**config.mk**
```make
export PLATFORM = sky130hd
export DESIGN_NAME = wrs_ram
export DESIGN_NICKNAME = d
export VERILOG_FILES = /design/src/wrs_ram.sv
export SDC_FILE = /design/constraint.sdc
export NUM_CORES = 2
export LEC_CHECK = 0
export BUFFER_PORTS_ARGS = -buffer_cell sky130_fd_sc_hd__buf_2
export CORE_MARGIN = 3
export CORE_UTILIZATION = 45
export CTS_CLUSTER_DIAMETER = 120
export DETAILED_ROUTE_END_ITERATION = 8
export GPL_TIMING_DRIVEN = 1
export PLACE_DENSITY_LB_ADDON = 0.05
export SLEW_MARGIN = 25
export SYNTH_ARGS = -nofsm -noshare
export SYNTH_HDL_FRONTEND = slang
export SYNTH_SLANG_ARGS = --single-unit
```
**constraint.sdc**
```tcl
create_clock -name clk -period 6.9 [get_ports clk]
set_input_delay 0.69 -clock clk [delete_from_list [all_inputs] [get_ports clk]]
set_output_delay 0.69 -clock clk [all_outputs]
set_load 0.1 [all_outputs]
```
**src/wrs_ram.sv**
```systemverilog
`default_nettype none
// ----------------------------------------------------------------------------
// wrs_ram: generic single-port-write, single-port-read RAM
// One write and one registered read per cycle.
// ----------------------------------------------------------------------------
module wrs_ram #(
  parameter int WIDTH = 32,
  parameter int DEPTH = 64
) (
  input  wire logic                     clk,
  input  wire logic                     we,
  input  wire logic [$clog2(DEPTH)-1:0] waddr,
  input  wire logic [WIDTH-1:0]         wdata,
  input  wire logic [$clog2(DEPTH)-1:0] raddr,
  output logic      [WIDTH-1:0]         rdata
);

  logic [WIDTH-1:0] mem [0:DEPTH-1];

  always_ff @(posedge clk) begin
    if (we) begin
      mem[waddr] <= wdata;
    end
    rdata <= mem[raddr];
  end

endmodule
`default_nettype wire

```
==> results.py <==
metrics = {
    "final_layout": {
        "nFillCells": 13300,
        "multi_input_area_um2": 16000,
        "drive_gt1_share_pct": 29.6,
        "nets": 3592,
        "stdcell_count": 6036,
        "fin_area_um2": 89500,
        "seq_area_um2": 62100,
        "final_util_pct": 51.9,
        "syn_to_final_growth_pct": 13.9,
    },
    "worst_setup_path": {
        "rrSetupSlack_ns": 4.58,
        "start_kind": "primary input",
        "slowest_delay_ns": 0.71,
        "cp_slowest_cell": "o22ai_1",
        "cp.depth": 7,
        "startpoint": "raddr[0]",
        "worstPathRequired_ns": 7.59,
        "cp.arrival_ns": 3.94,
        "worstSetupPathType": "primary input to flop",
        "end_kind": "flop",
        "worstReg2RegStart": "mem[63][26]$_DFFE_PP_",
        "critical-path-top-delay-family": "buffers and inverters",
        "path_cells": "buf_8, buf_12, buf_12, mux4_2, mux4_2, o22ai_1, nor2_1",
        "cp-endpoint": "rdata[26]$_DFF_P_",
        "crit_buf_inv": 3,
        "crit_fanout": 64,
        "rr_worst_depth": 4,
        "r2r-end": "rdata[26]$_DFF_P_",
    },
    "synthesis": {
        "ys_types": 34,
        "ys_ff_latch": 2080,
        "postSynthCellCount": 3324,
        "synth_most_common_cell": "edfxtp_1",
        "synth_edf_count": 2048,
        "synth_top_area_cell": "edfxtp_1",
        "yosysWarnings": 0,
        "synth_area_per_cell_um2": 23.6,
        "synth_nets": 3370,
        "synth-main-ff-cell": "edfxtp_1",
        "synth.top_cell.area_share_pct": 78.3,
        "synthTopCellsByArea": "edfxtp_1 78%, mux4_2 16%, mux2i_1 1.2%",
        "synth_common_cells": "2048 x edfxtp_1, 544 x mux4_2, 137 x nor2_1, 93 x mux2i_1, 84 x o22ai_1",
        "synth_seq_area_share_pct": 79.1,
        "async_reset_ff_share_pct": 0,
        "synth.cell_area_um2": 78500,
    },
    "sta": {
        "relSlewSlack_pct": 28.7,
        "finClkSkew_ns": 0.0232,
        "period_share_pct": 47.2,
        "rsz0062_at_grt": "no",
        "slew_violations": 0,
        "period_needed_ns": 3.25,
        "hold_viol_final": 0,
        "setup_viol": 0,
        "finalSetupTns_ns": 0,
        "max_freq_mhz": 307,
        "max_slew.worst_pin.slew_ns": 1.07,
        "whs_ns": 0.379,
    },
    "placed_design": {
        "dp.cells": 5639,
        "portBuffers": 77,
        "place_area_um2": 82400,
        "globalplace.congestion": 0.776,
        "hpwl_um": 115000,
    },
    "clock_network": {
        "cts_resized": 0,
        "postCtsSetupBuffers": 0,
        "postCtsHoldBufs": 0,
        "clockRootBuffer": "clkbuf_16",
        "numCtsBuffers": 215,
        "cts_tree": "yes",
        "cts_buffer_depth": 3,
        "clock_latency_ns": 0.83,
        "path_clk_slew_ns": 0.06,
        "clkSinkCount": 2080,
        "cts.htree.levels": 4,
    },
    "status": {
        "status": "finished, final reports clean",
    },
    "floorplan": {
        "ioPinCount": 78,
        "die_h_um": 424,
        "die_w_um": 424,
        "core_area_um2": 172000,
        "rows": 152,
        "start_util_pct": 45.5,
        "die_area_um2": 180000,
    },
    "pwr": {
        "power.density_nw_per_um2": 301,
        "power_leakage_nw": 27.7,
        "p_seq_share_pct": 52.1,
        "combPwrFrac_pct": 5.4,
        "internal_power_mw": 21.2,
        "peakVddDrop_v": 0.000269,
        "p_sw_mw": 5.72,
        "pwr-share-clk_pct": 42.5,
        "switching_share_pct": 21.2,
    },
    "global_route": {
        "grt_pass1_wl_um": 302000,
        "grt_util_all_layers_pct": 24.3,
        "grt_pass1_vias": 38200,
        "antenna_found_initial": 14,
        "grt_overflow": 0,
        "grt_max_degree": 86,
    },
    "drt": {
        "vias_per_cell": 6.10,
        "drtIter0Drc": 4053,
        "ant_nets": 0,
        "post-route-drc-count": 0,
        "via_count": 36800,
        "finalWirelength_um": 216000,
        "firstDrtPassIters": 8,
        "wl_per_cell_um": 35.8,
    },
    "min_path": {
        "min_path_type": "primary input to flop",
    },
    "run": {
        "maxCapViolations": 0,
    },
}
[placed cells by master (no fill, tap or decap), drive strengths merged, types with 6 or more instances in the layout]
master	synthesis	layout
a311oi	8	8
bufinv	0	23
nor2b	15	15
edfxtp	2048	2048
dfxtp	32	32
clkbuf	74	290
nand2	26	26
a21oi	62	62
buf	108	187
clkinv	0	72
mux2i	93	93
mux4	544	544
a22oi	12	12
nor3	7	7
nor2	137	137
inv	0	6
o22ai	84	84
nand2b	8	8
o221ai	27	27
[sequential cells by signal (all words and copies together) (netlist names)]
register,count
mem,2048
rdata,32
[cell families after synthesis]
logic type,count (synthesis),synth area share (%)
DFF,2080,79.1
muxes,637,16.8
and+or+nand+nor,223,1.27
AOI/OAI and AO/OA,202,1.67
buffers and inverters,182,1.13
[per-stage QoR]
stage / worst slack (ns) / power [mW]
2_1_floorplan: 3.05 / 15.2
5_1_grt: 3.50 / 27.8
3_3_place_gp: 2.67 / 15.8
6_report: 3.65 / 27.0
3_5_place_dp: 2.66 / 15.8
4_1_cts: 3.58 / 27.2
[how the worst min path moves through the flow]
stage                                startpoint                   to  slack [ns]  depth (start not counted)
after global placement     mem[28][8]$_DFFE_PP_     rdata[8]$_DFF_P_        0.75                          4
final                                  wdata[5]  mem[0][5]$_DFFE_PP_        0.38                          1
after global routing                   wdata[5]  mem[0][5]$_DFFE_PP_        0.34                          1
after floorplan           mem[12][17]$_DFFE_PP_    rdata[17]$_DFF_P_        0.66                          4
after detailed placement   mem[12][8]$_DFFE_PP_     rdata[8]$_DFF_P_        0.75                          4
after CTS                              wdata[5]  mem[3][5]$_DFFE_PP_        0.29                          1
[routing by layer]
layer  wire [µm]  vias up  global-route usage [%]
met1       89300    20500                    33.7
li1            -    14700                       -
met3       13100      286                    3.73
met4        5820        6                    7.24
met2      108000     1334                    40.2
met5          40        -                       0
[power groups by stage]
| stage | logic, mW | clock network (mW) | registers [mW] |
|---|---|---|---|
| 3_5_place_dp | 1.47 | 0 | 14.3 |
| 6_report | 1.45 | 11.5 | 14.1 |
| 5_1_grt | 1.53 | 12.2 | 14.1 |
| 2_1_floorplan | 0.680 | 0 | 14.5 |
| 3_3_place_gp | 1.44 | 0 | 14.3 |
| 4_1_cts | 1.47 | 11.7 | 14.1 |
[final cells by class]
class	count	share of cell area, %
well taps	2310	3.23
clock buffers	290	6.56
multi-input cells	1062	17.9
flip-flops and latches	2080	69.5
clock inverters	103	1.24
repair buffers	187	1.64
diodes	4	0.0112
(Power assumes the default switching activity.)
